<file path="src/rtl/cld_pkg.sv">
// Shared types, constants and keyword table for the console line command decoder.
// No dependencies; the datapath, controller and top level refer to this package by scoped names.
`default_nettype none

package cld_pkg;

	localparam int BUF_SIZE = 64;
	localparam int NUM_KEYWORDS = 13;
	localparam int KEY_LEN = 16;
	localparam int TABLE_ENTRIES = 13;
	localparam int KW_LIMIT = (NUM_KEYWORDS < TABLE_ENTRIES) ? NUM_KEYWORDS : TABLE_ENTRIES;
	localparam int KW_BYTES = 10;

	localparam int PTR_W = $clog2(BUF_SIZE);
	localparam int KW_IDX_W = $clog2(TABLE_ENTRIES);
	localparam int KEY_Y_W = $clog2(KEY_LEN);

	localparam logic [7:0] CH_BRACKET = 8'h5B;
	localparam logic [7:0] CH_ESC = 8'h1B;
	localparam logic [7:0] CH_LF = 8'h0A;
	localparam logic [7:0] CH_CR = 8'h0D;
	localparam logic [7:0] CH_BS = 8'h08;
	localparam logic [7:0] CH_SPACE = 8'h20;

	localparam logic [1:0] ACT_ECHO = 2'd0;
	localparam logic [1:0] ACT_ERASE = 2'd1;
	localparam logic [1:0] ACT_LINE = 2'd2;

	typedef struct packed {
		logic accept;
		logic restart;
		logic wp_zero;
		logic store;
		logic wp_dec;
		logic term_write;
		logic sel_ptr;
		logic ptr_clear;
		logic ptr_inc;
		logic cmp_start;
		logic cmp_step;
		logic kw_next;
		logic hit;
		logic emit;
		logic [1:0] emit_action;
		logic repeated;
	} cld_cmd_t;

	typedef struct packed {
		logic is_cr;
		logic is_bs;
		logic is_esc;
		logic is_lf;
		logic is_brk;
		logic wp_eff_zero;
		logic wp_eff_full;
		logic d_space;
		logic d_zero;
		logic kc_zero;
		logic d_eq_kc;
		logic ptr_last;
		logic y_last;
		logic k_last;
		logic out_free;
	} cld_sts_t;

	function automatic logic [KW_BYTES*8-1:0] kw_text(input logic [KW_IDX_W-1:0] k);
		logic [KW_BYTES*8-1:0] s;
		case (int'(k))
			0: s = {"rst", 56'h0};
			1: s = {"ls", 64'h0};
			2: s = {"bond", 48'h0};
			3: s = {"unbondc", 24'h0};
			4: s = {"rebondc", 24'h0};
			5: s = {"discovery", 8'h0};
			6: s = {"ledr", 48'h0};
			7: s = {"ledg", 48'h0};
			8: s = {"unbondn", 24'h0};
			9: s = {"osreset", 24'h0};
			10: s = {"osrestart", 8'h0};
			11: s = {"osinfo", 32'h0};
			12: s = {"loadcfg", 24'h0};
			default: s = '0;
		endcase
		return s;
	endfunction

	function automatic logic [7:0] key_char(input logic [KW_IDX_W-1:0] k,
			input logic [KEY_Y_W-1:0] y);
		logic [KW_BYTES*8-1:0] s;
		int yi;
		s = kw_text(k);
		yi = int'(y);
		if (yi < KW_BYTES) begin
			return s[(KW_BYTES-1-yi)*8 +: 8];
		end
		return 8'h00;
	endfunction

	function automatic logic [7:0] init_char(input logic [PTR_W-1:0] a);
		case (int'(a))
			0: return "r";
			1: return "s";
			2: return "t";
			default: return 8'h00;
		endcase
	endfunction

endpackage

`default_nettype wire

</file>
<file path="src/rtl/cld_ram.sv">
// Generic single-port-write, single-port-read RAM with a registered read.
// No dependencies.
`default_nettype none

module cld_ram #(
	parameter int WIDTH = 8,
	parameter int DEPTH = 64
) (
	input wire logic clk,
	input wire logic we,
	input wire logic [$clog2(DEPTH)-1:0] waddr,
	input wire logic [WIDTH-1:0] wdata,
	input wire logic [$clog2(DEPTH)-1:0] raddr,
	output logic [WIDTH-1:0] rdata
);

	logic [WIDTH-1:0] mem [DEPTH];

	always_ff @(posedge clk) begin
		if (we) begin
			mem[waddr] <= wdata;
		end
		rdata <= mem[raddr];
	end

endmodule

`default_nettype wire

</file>
<file path="src/rtl/cld_datapath.sv">
// Datapath: line buffer, write position, scan pointers, keyword table and result register.
// Depends on cld_pkg and cld_ram.
`default_nettype none

module cld_datapath (
	input wire logic clk,
	input wire logic arst_n,
	input wire cld_pkg::cld_cmd_t cmd,
	output cld_pkg::cld_sts_t sts,
	input wire logic [7:0] rx_char,
	output logic out_valid,
	input wire logic out_stall,
	output logic [1:0] action,
	output logic [7:0] echo_char,
	output logic cmd_found,
	output logic [4:0] cmd_index,
	output logic [5:0] param_pos,
	output logic line_repeated
);

	logic [7:0] char_q;
	logic [cld_pkg::PTR_W-1:0] wp_q;
	logic [cld_pkg::PTR_W-1:0] wp_eff;
	logic [cld_pkg::BUF_SIZE-1:0] vld_q;
	logic [cld_pkg::PTR_W-1:0] ptr_q;
	logic [cld_pkg::PTR_W-1:0] x_q;
	logic [cld_pkg::PTR_W-1:0] start_q;
	logic [cld_pkg::KEY_Y_W-1:0] y_q;
	logic [cld_pkg::KW_IDX_W-1:0] k_q;
	logic hit_q;
	logic [cld_pkg::KW_IDX_W-1:0] idx_q;
	logic [cld_pkg::PTR_W-1:0] pos_q;

	logic ram_we;
	logic [cld_pkg::PTR_W-1:0] ram_waddr;
	logic [7:0] ram_wdata;
	logic [cld_pkg::PTR_W-1:0] ram_raddr;
	logic [7:0] ram_rdata;
	logic rd_vld_q;
	logic [7:0] init_q;
	logic [7:0] rd_data;
	logic [7:0] kc;

	logic out_valid_q;
	logic [1:0] action_q;
	logic [7:0] echo_q;
	logic found_q;
	logic [4:0] index_q;
	logic [5:0] ppos_q;
	logic rep_q;

	assign wp_eff = cmd.restart ? '0 : wp_q;
	assign ram_we = cmd.store | cmd.term_write;
	assign ram_waddr = cmd.term_write ? wp_q : wp_eff;
	assign ram_wdata = cmd.term_write ? 8'h00 : char_q;
	assign ram_raddr = cmd.sel_ptr ? ptr_q : x_q;

	cld_ram #(
		.WIDTH(8),
		.DEPTH(cld_pkg::BUF_SIZE)
	) u_line_ram (
		.clk(clk),
		.we(ram_we),
		.waddr(ram_waddr),
		.wdata(ram_wdata),
		.raddr(ram_raddr),
		.rdata(ram_rdata)
	);

	assign rd_data = rd_vld_q ? ram_rdata : init_q;
	assign kc = cld_pkg::key_char(k_q, y_q);

	always_comb begin
		sts.is_cr = (char_q == cld_pkg::CH_CR);
		sts.is_bs = (char_q == cld_pkg::CH_BS);
		sts.is_esc = (char_q == cld_pkg::CH_ESC);
		sts.is_lf = (char_q == cld_pkg::CH_LF);
		sts.is_brk = (char_q == cld_pkg::CH_BRACKET);
		sts.wp_eff_zero = (wp_eff == '0);
		sts.wp_eff_full = (wp_eff == cld_pkg::PTR_W'(cld_pkg::BUF_SIZE - 1));
		sts.d_space = (rd_data == cld_pkg::CH_SPACE);
		sts.d_zero = (rd_data == 8'h00);
		sts.kc_zero = (kc == 8'h00);
		sts.d_eq_kc = (rd_data == kc);
		sts.ptr_last = (ptr_q == cld_pkg::PTR_W'(cld_pkg::BUF_SIZE - 1));
		sts.y_last = (y_q == cld_pkg::KEY_Y_W'(cld_pkg::KEY_LEN - 1));
		sts.k_last = (k_q == cld_pkg::KW_IDX_W'(cld_pkg::KW_LIMIT - 1));
		sts.out_free = !out_valid_q || !out_stall;
	end

	always_ff @(posedge clk or negedge arst_n) begin
		if (!arst_n) begin
			wp_q <= cld_pkg::PTR_W'(cld_pkg::BUF_SIZE - 1);
			vld_q <= '0;
			hit_q <= 1'b0;
			out_valid_q <= 1'b0;
		end else begin
			if (cmd.wp_zero) begin
				wp_q <= '0;
			end else if (cmd.store) begin
				wp_q <= wp_eff + 1'b1;
			end else if (cmd.wp_dec) begin
				wp_q <= wp_eff - 1'b1;
			end
			if (ram_we) begin
				vld_q[ram_waddr] <= 1'b1;
			end
			if (cmd.term_write) begin
				hit_q <= 1'b0;
			end else if (cmd.hit) begin
				hit_q <= 1'b1;
			end
			if (cmd.emit) begin
				out_valid_q <= 1'b1;
			end else if (!out_stall) begin
				out_valid_q <= 1'b0;
			end
		end
	end

	always_ff @(posedge clk) begin
		rd_vld_q <= vld_q[ram_raddr];
		init_q <= cld_pkg::init_char(ram_raddr);
		if (cmd.accept) begin
			char_q <= rx_char;
		end
		if (cmd.ptr_clear) begin
			ptr_q <= '0;
		end else if (cmd.ptr_inc) begin
			ptr_q <= ptr_q + 1'b1;
		end
		if (cmd.cmp_start) begin
			start_q <= ptr_q;
			x_q <= ptr_q;
			y_q <= '0;
			k_q <= '0;
		end else if (cmd.cmp_step) begin
			x_q <= x_q + 1'b1;
			y_q <= y_q + 1'b1;
		end else if (cmd.kw_next) begin
			x_q <= start_q;
			y_q <= '0;
			k_q <= k_q + 1'b1;
		end
		if (cmd.hit) begin
			idx_q <= k_q;
			pos_q <= x_q;
		end
		if (cmd.emit) begin
			action_q <= cmd.emit_action;
			echo_q <= (cmd.emit_action == cld_pkg::ACT_ECHO) ? char_q : 8'h00;
			found_q <= (cmd.emit_action == cld_pkg::ACT_LINE) && hit_q;
			index_q <= ((cmd.emit_action == cld_pkg::ACT_LINE) && hit_q) ? 5'(idx_q) : 5'd0;
			ppos_q <= ((cmd.emit_action == cld_pkg::ACT_LINE) && hit_q) ? 6'(pos_q) : 6'd0;
			rep_q <= (cmd.emit_action == cld_pkg::ACT_LINE) && cmd.repeated;
		end
	end

	assign out_valid = out_valid_q;
	assign action = action_q;
	assign echo_char = echo_q;
	assign cmd_found = found_q;
	assign cmd_index = index_q;
	assign param_pos = ppos_q;
	assign line_repeated = rep_q;

endmodule

`default_nettype wire

</file>
<file path="src/rtl/cld_ctrl.sv">
// Controller state machine: escape filtering, line editing decisions and the keyword walk.
// Depends on cld_pkg; drives the datapath through cld_cmd_t and reads cld_sts_t.
`default_nettype none

module cld_ctrl (
	input wire logic clk,
	input wire logic arst_n,
	input wire logic in_valid,
	output logic in_stall,
	output cld_pkg::cld_cmd_t cmd,
	input wire cld_pkg::cld_sts_t sts
);

	localparam logic [2:0] S_IDLE = 3'd0;
	localparam logic [2:0] S_DECIDE = 3'd1;
	localparam logic [2:0] S_RD_SP = 3'd2;
	localparam logic [2:0] S_SP = 3'd3;
	localparam logic [2:0] S_RD_CMP = 3'd4;
	localparam logic [2:0] S_CMP = 3'd5;
	localparam logic [2:0] S_DONE = 3'd6;

	logic [2:0] state_q, state_d;
	logic esc_q, esc_d;
	logic bracket_q, bracket_d;
	logic repeat_q, repeat_d;
	logic need_result;

	assign in_stall = (state_q != S_IDLE);
	assign need_result = sts.is_bs ? !sts.wp_eff_zero : !sts.wp_eff_full;

	always_comb begin
		state_d = state_q;
		esc_d = esc_q;
		bracket_d = bracket_q;
		repeat_d = repeat_q;
		cmd = '0;
		cmd.restart = repeat_q;
		cmd.repeated = repeat_q;
		case (state_q)
			S_IDLE: begin
				if (in_valid) begin
					cmd.accept = 1'b1;
					state_d = S_DECIDE;
				end
			end
			S_DECIDE: begin
				if (bracket_q) begin
					bracket_d = 1'b0;
					esc_d = 1'b0;
					state_d = S_IDLE;
				end else if (esc_q && sts.is_brk) begin
					bracket_d = 1'b1;
					state_d = S_IDLE;
				end else if (sts.is_esc) begin
					esc_d = 1'b1;
					state_d = S_IDLE;
				end else if (sts.is_lf) begin
					state_d = S_IDLE;
				end else if (sts.is_cr) begin
					esc_d = 1'b0;
					cmd.term_write = 1'b1;
					cmd.ptr_clear = 1'b1;
					state_d = S_RD_SP;
				end else if (!need_result) begin
					esc_d = 1'b0;
					repeat_d = 1'b0;
					cmd.wp_zero = repeat_q;
					state_d = S_IDLE;
				end else if (sts.out_free) begin
					esc_d = 1'b0;
					repeat_d = 1'b0;
					cmd.emit = 1'b1;
					if (sts.is_bs) begin
						cmd.wp_dec = 1'b1;
						cmd.emit_action = cld_pkg::ACT_ERASE;
					end else begin
						cmd.store = 1'b1;
						cmd.emit_action = cld_pkg::ACT_ECHO;
					end
					state_d = S_IDLE;
				end
			end
			S_RD_SP: begin
				cmd.sel_ptr = 1'b1;
				state_d = S_SP;
			end
			S_SP: begin
				if (sts.d_space) begin
					if (sts.ptr_last) begin
						state_d = S_DONE;
					end else begin
						cmd.ptr_inc = 1'b1;
						state_d = S_RD_SP;
					end
				end else begin
					cmd.cmp_start = 1'b1;
					state_d = S_RD_CMP;
				end
			end
			S_RD_CMP: begin
				state_d = S_CMP;
			end
			S_CMP: begin
				if (sts.kc_zero && (sts.d_space || sts.d_zero)) begin
					cmd.hit = 1'b1;
					state_d = S_DONE;
				end else if (!sts.d_eq_kc || sts.y_last) begin
					if (sts.k_last) begin
						state_d = S_DONE;
					end else begin
						cmd.kw_next = 1'b1;
						state_d = S_RD_CMP;
					end
				end else begin
					cmd.cmp_step = 1'b1;
					state_d = S_RD_CMP;
				end
			end
			S_DONE: begin
				if (sts.out_free) begin
					cmd.emit = 1'b1;
					cmd.emit_action = cld_pkg::ACT_LINE;
					repeat_d = 1'b1;
					state_d = S_IDLE;
				end
			end
			default: begin
				state_d = S_IDLE;
			end
		endcase
	end

	always_ff @(posedge clk or negedge arst_n) begin
		if (!arst_n) begin
			state_q <= S_IDLE;
			esc_q <= 1'b0;
			bracket_q <= 1'b0;
			repeat_q <= 1'b1;
		end else begin
			state_q <= state_d;
			esc_q <= esc_d;
			bracket_q <= bracket_d;
			repeat_q <= repeat_d;
		end
	end

	a_emit_needs_room: assert property (@(posedge clk) disable iff (!arst_n)
		cmd.emit |-> sts.out_free)
		else $error("result issued while the output register is occupied");

	a_accept_to_decide: assert property (@(posedge clk) disable iff (!arst_n)
		(in_valid && !in_stall) |=> (state_q == S_DECIDE))
		else $error("accepted transaction not decoded next");

	a_bracket_after_esc: assert property (@(posedge clk) disable iff (!arst_n)
		bracket_q |-> esc_q)
		else $error("bracket flag set without a preceding escape");

	a_line_sets_repeat: assert property (@(posedge clk) disable iff (!arst_n)
		(cmd.emit && (cmd.emit_action == cld_pkg::ACT_LINE)) |=> repeat_q)
		else $error("repeat flag not set after a decoded line");

endmodule

`default_nettype wire

</file>
<file path="src/rtl/console_line_command_decoder_core.sv">
// Console line command decoder, top level: controller plus datapath.
// An ordinary character is accepted in S_IDLE; S_DECIDE registers its result once the
// output register is free. Enter walks the line buffer, reading then testing each leading
// space and reading then comparing each character over the keyword table in turn.
// Asynchronous active-low reset; the line buffer then reads as "rst" through per-entry
// valid bits, with no clearing pass.
`default_nettype none

module console_line_command_decoder_core (
	input wire logic clk,
	input wire logic arst_n,
	input wire logic in_valid,
	output logic in_stall,
	input wire logic [7:0] rx_char,
	output logic out_valid,
	input wire logic out_stall,
	output logic [1:0] action,
	output logic [7:0] echo_char,
	output logic cmd_found,
	output logic [4:0] cmd_index,
	output logic [5:0] param_pos,
	output logic line_repeated
);

	cld_pkg::cld_cmd_t cmd;
	cld_pkg::cld_sts_t sts;

	cld_ctrl u_ctrl (
		.clk(clk),
		.arst_n(arst_n),
		.in_valid(in_valid),
		.in_stall(in_stall),
		.cmd(cmd),
		.sts(sts)
	);

	cld_datapath u_datapath (
		.clk(clk),
		.arst_n(arst_n),
		.cmd(cmd),
		.sts(sts),
		.rx_char(rx_char),
		.out_valid(out_valid),
		.out_stall(out_stall),
		.action(action),
		.echo_char(echo_char),
		.cmd_found(cmd_found),
		.cmd_index(cmd_index),
		.param_pos(param_pos),
		.line_repeated(line_repeated)
	);

endmodule

`default_nettype wire

</file>
<file path="config.mk">
export PLATFORM = sky130hd
export DESIGN_NAME = console_line_command_decoder_core
export DESIGN_NICKNAME = d
export VERILOG_FILES = /design/src/rtl/cld_pkg.sv /design/src/rtl/cld_ram.sv /design/src/rtl/cld_datapath.sv /design/src/rtl/cld_ctrl.sv /design/src/rtl/console_line_command_decoder_core.sv
export SDC_FILE = /design/constraint.sdc
export NUM_CORES = 1
export LEC_CHECK = 0
export BUFFER_PORTS_ARGS = -buffer_cell sky130_fd_sc_hd__buf_2
export CORE_ASPECT_RATIO = 2
export CORE_MARGIN = 5
export CORE_UTILIZATION = 65
export CTS_BUF_LIST = sky130_fd_sc_hd__clkbuf_4
export DETAILED_ROUTE_END_ITERATION = 10
export PLACE_DENSITY = 0.91
export SYNTH_ARGS = -nofsm -noshare
export SYNTH_HDL_FRONTEND = slang
export SYNTH_HIERARCHICAL = 1
export SYNTH_SLANG_ARGS = --single-unit
</file>
<file path="constraint.sdc">
create_clock -name clk -period 5.3 [get_ports clk]
set_input_delay 0 -clock clk [delete_from_list [all_inputs] [get_ports clk]]
set_output_delay 0 -clock clk [all_outputs]
set_load 0.1 [all_outputs]
</file>
# [Word level (Yosys, flattened, before mapping)]
# Memory sizes are Yosys's and may differ from the RTL's. A register that Yosys moved wholly into a read port is not among the register bits.
# Index checks and enable logic that the tools add are counted.
# Widths: inputs -> output; s select.
[word_totals] reg_bits=153 latchBits=0 ram_bits=512 romBits=944 wordCells=202 n_memories=2
[classes] addsub=7 n_mul=0 div_mod_pow=0 order_cmp=4 eq_ne=32 shifts=1 mux=100 bitwise_logic=3 n_reduce_logical=28
[mem_list] name="(no name shown)" words=16 width=59 read_ports=1 rd_clocked_by_memory_dff=1 write_ports=0 line_no="cld_pkg.sv:68" text="case (int'(k))"
[mem_list] name="u_datapath.u_line_ram.mem" words=64 width=8 read_ports=1 rd_clocked_by_memory_dff=1 write_ports=1 line_no="cld_ram.sv:17" text="logic [WIDTH-1:0] mem [DEPTH];"
[op_table] operator="$shiftx 80x32->8" count=1
[op_table] operator="$or 64x64->64" count=1
[op_table] operator="$mux 3" count=21
[op_table] operator="$mux 6" count=9
[op_table] operator="$mux 1" count=45
[op_table] operator="$mux 4" count=9
[op_table] operator="$mux 8" count=4
[op_table] operator="$eq 8x4->1 const B" count=3
[op_table] operator="$pmux 3 s7" count=1
[op_table] operator="$pmux 7 s3" count=1
[op_table] operator="$add 6x1->6 const B" count=3
[op_table] operator="$logic_not 8->1" count=2
[op_table] operator="$lt 6x7->1 const B" count=2
[op_table] operator="$ne 2x2->1 const B" count=7
[op_table] operator="$eq 6x6->1 const B" count=2
[op_table] operator="$logic_not 6->1" count=2
[op_table] operator="$mux 2" count=6
[op_table] operator="$eq 3x3->1 const B" count=3
[op_table] operator="$reduce_bool 3->1" count=3
[op_table] operator="$add 4x1->4 const B" count=2
[op_table] operator="$eq 4x4->1 const B" count=2
[op_table] operator="$eq 8x5->1 const B" count=1
[op_table] operator="$eq 8x6->1 const B" count=1
[op_table] operator="$eq 8x7->1 const B" count=1
[op_table] operator="other kinds (29)" count=43

# [Longest topological paths before layout]
[depth] ltp_word=17 mapped_depth=23 depth_no_buf=20

# [Hierarchy]
# The synthesis kept the hierarchy.
[by_module_without_submodules] mod="cld_ram" n_inst=1 cells_each=972 area_per_inst_um2=20190.6
[by_module_without_submodules] mod="cld_datapath" n_inst=1 cells_each=858 area_per_inst_um2=8827.2
[by_module_without_submodules] mod="cld_ctrl" n_inst=1 cells_each=66 area_per_inst_um2=510.5

# [Worst setup path after synthesis]
# OpenSTA, ideal clock, no wires.
[synth_timing] kind="reg2reg" from="register u_datapath/y_q[1] in the netlist's numbering" to="register (tool-made name)" t_arrival_ps=4451 required_time_ps=5177 setup_slack_ps=726 stages_incl_launch_ff=21 path_buffers=3 path_cell_list="dfxtp_1 > buf_4 > inv_1 > ha_1 > buf_1 > clkbuf_1 > nor2_1 > a221oi_1 > nor2_1 > xnor2_1 > nand4_1 > nor3_2 > nand2b_1 > nor3b_1 > and2b_1 > nand2_1 > a21oi_1 > inv_1 > ha_1 > and3_1 > or2_2"
[synth_lines] item="from (decl)" line_no="cld_datapath.sv:28" text="logic [cld_pkg::KEY_Y_W-1:0] y_q;"
[synth_lines] item="from (signal assigned)" line_no="cld_datapath.sv:139" text="y_q <= y_q + 1'b1;"

==> key figures <==
Placement
  • Port bufs: 35
  • Placer Congestion: 0.947
  • Pre-CTS setup slack: 0.350 ns
  • HPWL after detailed placement: 50500 µm

GRT
  • Vias in the first global route: 19.6k
  • Initial antenna violation count: 3
  • Grt ovf: 0
  • Total GRT Usage: 31.5%
  • Largest net degree at the start of global routing: 76
  • First-pass GRT wire length: 117000 µm

STA
  • Setup Skew: 0.0599 ns
  • Final count of negative-setup-slack endpoints: 0
  • Tcrit/Tclk final: 91.0%
  • Achievable clock frequency: 0.207 GHz
  • Crit path time final: 4.82 ns
  • Final Hold Viols: 0
  • Final setup TNS: 0 ns
  • Max-Slew Margin vs Limit: 27.3%
  • RSZ-0062 raised after global routing: no
  • Pins Over Slew Limit: 0
  • Worst-Margin Slew: 1.09 ns
  • Final WS setup: 0.479 ns

Cells and area
  • Most common cell after layout, fill and taps aside: edfxtp_1
  • Share of layout cells above drive strength 1: 23.3%
  • # fillers: 2569
  • Final nets: 2082
  • Most frequent cells in the layout: edfxtp_1, clkbuf_4, nor2_1
  • Layout area overhead: 10.1%

Pwr
  • Leakage: 11.5 nW
  • Pwr/cell area: 511 nW/µm²
  • Peak supply drop: 272 µV

Die
  • DIE WIDTH: 161 µm
  • Die area: 50000 µm²
  • Row count: 110
  • IO Pins: 37
  • Die Ht: 311 µm
  • Initial Util: 65.6%
  • Area of the core: 45000 µm²

Job
  • Maxcap violations: 0

Clocking
  • Reg clk slew, reported paths: 0.08 ns
  • Post-CTS setup buffer count: 0
  • Root Driver: clkbuf_4
  • Num CTS Buffers: 148
  • CTS tree: done
  • H-tree Lvls: 4
  • Worst-Skew Late Latency: 0.89 ns
  • Max Root-Sink Buffers: 3
  • Clk sinks: 708

Yosys
  • Syn avg cell area: 15.6 µm²
  • Synth async-reset ratio: 11.0%
  • Yosys reg bits: 708
  • Post-Syn Instances: 1896
  • Seq/Total Area, Yosys: 68.5%
  • Synth cell types: 90
  • Area contributors post-synth: edfxtp_1, mux4_2, dfrtp_1, dfxtp_1, nor2_1
  • Synth area leader: edfxtp_1
  • Synth Flop Type: edfxtp_1
  • Cell Area, Synth: 29500 µm²
  • Syn Nets: 1930
  • Ys Warns: 6
  • Area share of the largest cell type after synthesis: 57.4%
  • Post-synth EDFFs: 564

Worst setup path
  • Flop2flop setup slack: 0.48 ns
  • Worst path cell trace: or4_1 > nor3_1 > and2_1 > nand2b_1 > nand2_1 > inv_1 > or3b_2 > or2_2 > nor2_1
  • Class of the most critical setup path: reg -> reg
  • Crit-path max FO: 11
  • CP max stage cell: nor2_1
  • Reg2reg path depth: 9
  • Startpoint Class: flip-flop
  • Setup crit end: u_datapath/u_line_ram/mem[4][5]
  • Worst R2R End: u_datapath/u_line_ram/mem[4][5]
  • CP startpoint: u_datapath/char_q[6]
  • CP max stage delay: 0.69 ns
  • Critical Path Sink Type: flip-flop
  • Crit path arrival time: 5.30 ns
  • Critical path required time: 5.78 ns
  • Reg2reg start: u_datapath/char_q[6]

Detailed routing
  • Met3 wire length: 6260 µm
  • Final ANT Viol Nets: 0
  • Met1 WL: 23200 µm
  • Met2 wire length: 40600 µm
  • DR WL/cell: 28.6 µm
  • Detailed Route WL: 77800 µm
  • First-pass DRT Iterations: 9
  • Drt drc: 0
  • Vias per Instance: 6.85
  • Top routing layer in use: met5
  • Via count: 18.7k
  • Initial drt markers: 2197

Min path
  • Hold Crit Class: in -> reg
  • Hold_sp: out_stall
  • Hold depth: 4

Run status
  • Status: completed
## cell type report
| cell class | instances | area [µm²] | share of cell area [%] |
|---|---|---|---|
| Multi-Input combinational cell | 1052 | 8710 | 26.8 |
| Timing Repair Buffer | 105 | 798 | 2.46 |
| Antenna cell | 1 | 2.50 | 0.00770 |
| Tap cell | 560 | 701 | 2.16 |
| Inverter | 33 | 134 | 0.412 |
| Clock inverter | 64 | 429 | 1.32 |
| Clock buffer | 201 | 1510 | 4.64 |
| Sequential cell | 708 | 20200 | 62.2 |
## stage by stage
| step | cell area, µm² | utilization [%] | instances | total power, mW | hold WS (ns) |
|---|---|---|---|---|---|
| floorplan | 29500 | - | 1896 | 10.8 | -0.296 |
| global placement | 30300 | 67.4 | 2437 | 12.1 | 0.178 |
| detailed placement | 30300 | 67.4 | 2437 | 12.3 | 0.179 |
| CTS | 32500 | 72.2 | 2723 | 16.5 | 0.00746 |
| global route | 32500 | 72.2 | 2724 | 17.3 | 0.0456 |
| finish | 32500 | 72.2 | 2724 | 16.6 | 0.0507 |
## worst min-delay path by stage
stage	to	slack [ns]
3_5_place_dp	u_datapath/char_q[6]	0.18
3_3_place_gp	u_datapath/char_q[7]	0.18
5_1_grt	u_datapath/out_valid	0.05
6_report	u_datapath/out_valid	0.05
2_1_floorplan	u_ctrl/bracket_q	-0.30
4_1_cts	u_datapath/out_valid	0.007
## power by group
group	internal [mW]	switching [mW]	total [mW]
Sequential	6.76	0.413	7.18
Combinational	1.78	3.51	5.28
Clock	2.07	2.07	4.14
Total	10.6	5.99	16.6
## sequential cells by signal, indices dropped and copies added (netlist names), 2 cells and up, named ones only
name	flops
u_datapath/char_q	8
u_datapath/y_q	4
u_datapath/param_pos	6
u_datapath/start_q	6
u_datapath/pos_q	6
u_datapath/action	2
u_datapath/idx_q	4
u_datapath/cmd_index	4
u_datapath/init_q	4
u_datapath/echo_char	8
u_datapath/wp_q	6
u_datapath/k_q	4
u_ctrl/state_q	3
u_datapath/u_line_ram/mem	512
u_datapath/ptr_q	6
u_datapath/u_line_ram/rdata	8
u_datapath/x_q	6
u_datapath/vld_q	64
## Yosys cell counts (8+ instances only)
| library cell | n |
|---|---|
| edfxtp_1 | 564 |
| nor2_1 | 163 |
| mux4_2 | 128 |
| nand2_1 | 110 |
| dfrtp_1 | 71 |
| dfxtp_1 | 66 |
| o21ai_0 | 56 |
| a21oi_1 | 52 |
| mux2i_1 | 46 |
| clkbuf_1 | 43 |
| o21bai_1 | 42 |
| nand3_1 | 36 |
| nor2b_1 | 33 |
| a21o_1 | 32 |
| nor3_1 | 32 |
| buf_2 | 29 |
| inv_1 | 28 |
| o22ai_1 | 25 |
| and2_1 | 23 |
| ha_1 | 21 |
| buf_4 | 19 |
| a31oi_1 | 16 |
| nand2b_1 | 15 |
| or2_2 | 15 |
| nand3b_1 | 13 |
| or3_1 | 13 |
| mux2_2 | 12 |
| nand4_1 | 12 |
| and3_1 | 10 |
| nor4_1 | 10 |
| xnor2_1 | 10 |
| a22oi_1 | 9 |
| o221ai_1 | 9 |
| xor2_1 | 9 |
| a221oi_1 | 8 |
| nor3b_1 | 8 |
## logic make-up (layout without fill, tap and decap cells)
group                      after synthesis  after routing  synth area share, %
DFF                                    708            708                 68.5
and+or+nand+nor                        511            511                 8.49
AOI/OAI and AO/OA                      307            307                 7.09
muxes                                  192            192                 12.1
buffers and inverters                  136            403                 2.31
adders and majority gates               22             22                0.958
xor gates and xnor gates                19             19                0.564
other                                    1              2               0.0127
## what timing repair did
action                     CTS  global route
hold endpoints to repair   115             0
gates resized for setup      0             2
setup endpoints to repair    0            13
hold buffers                21             0
## critical path, delay by kind of cell (launching register included)
family | cells | cell delay, ns
simple gates | 8 | 3.65
flops | 1 | 0.48
buf+inv | 1 | 0.30
## routing by layer
metal | up-vias | GRT usage (%)
li1 | 7747 | -
met1 | 9098 | 32.6
met2 | 1381 | 54.4
met3 | 430 | 6.68
met4 | 2 | 25.6
met5 | - | 0
Note: power is estimated with default switching activity, not from simulation.
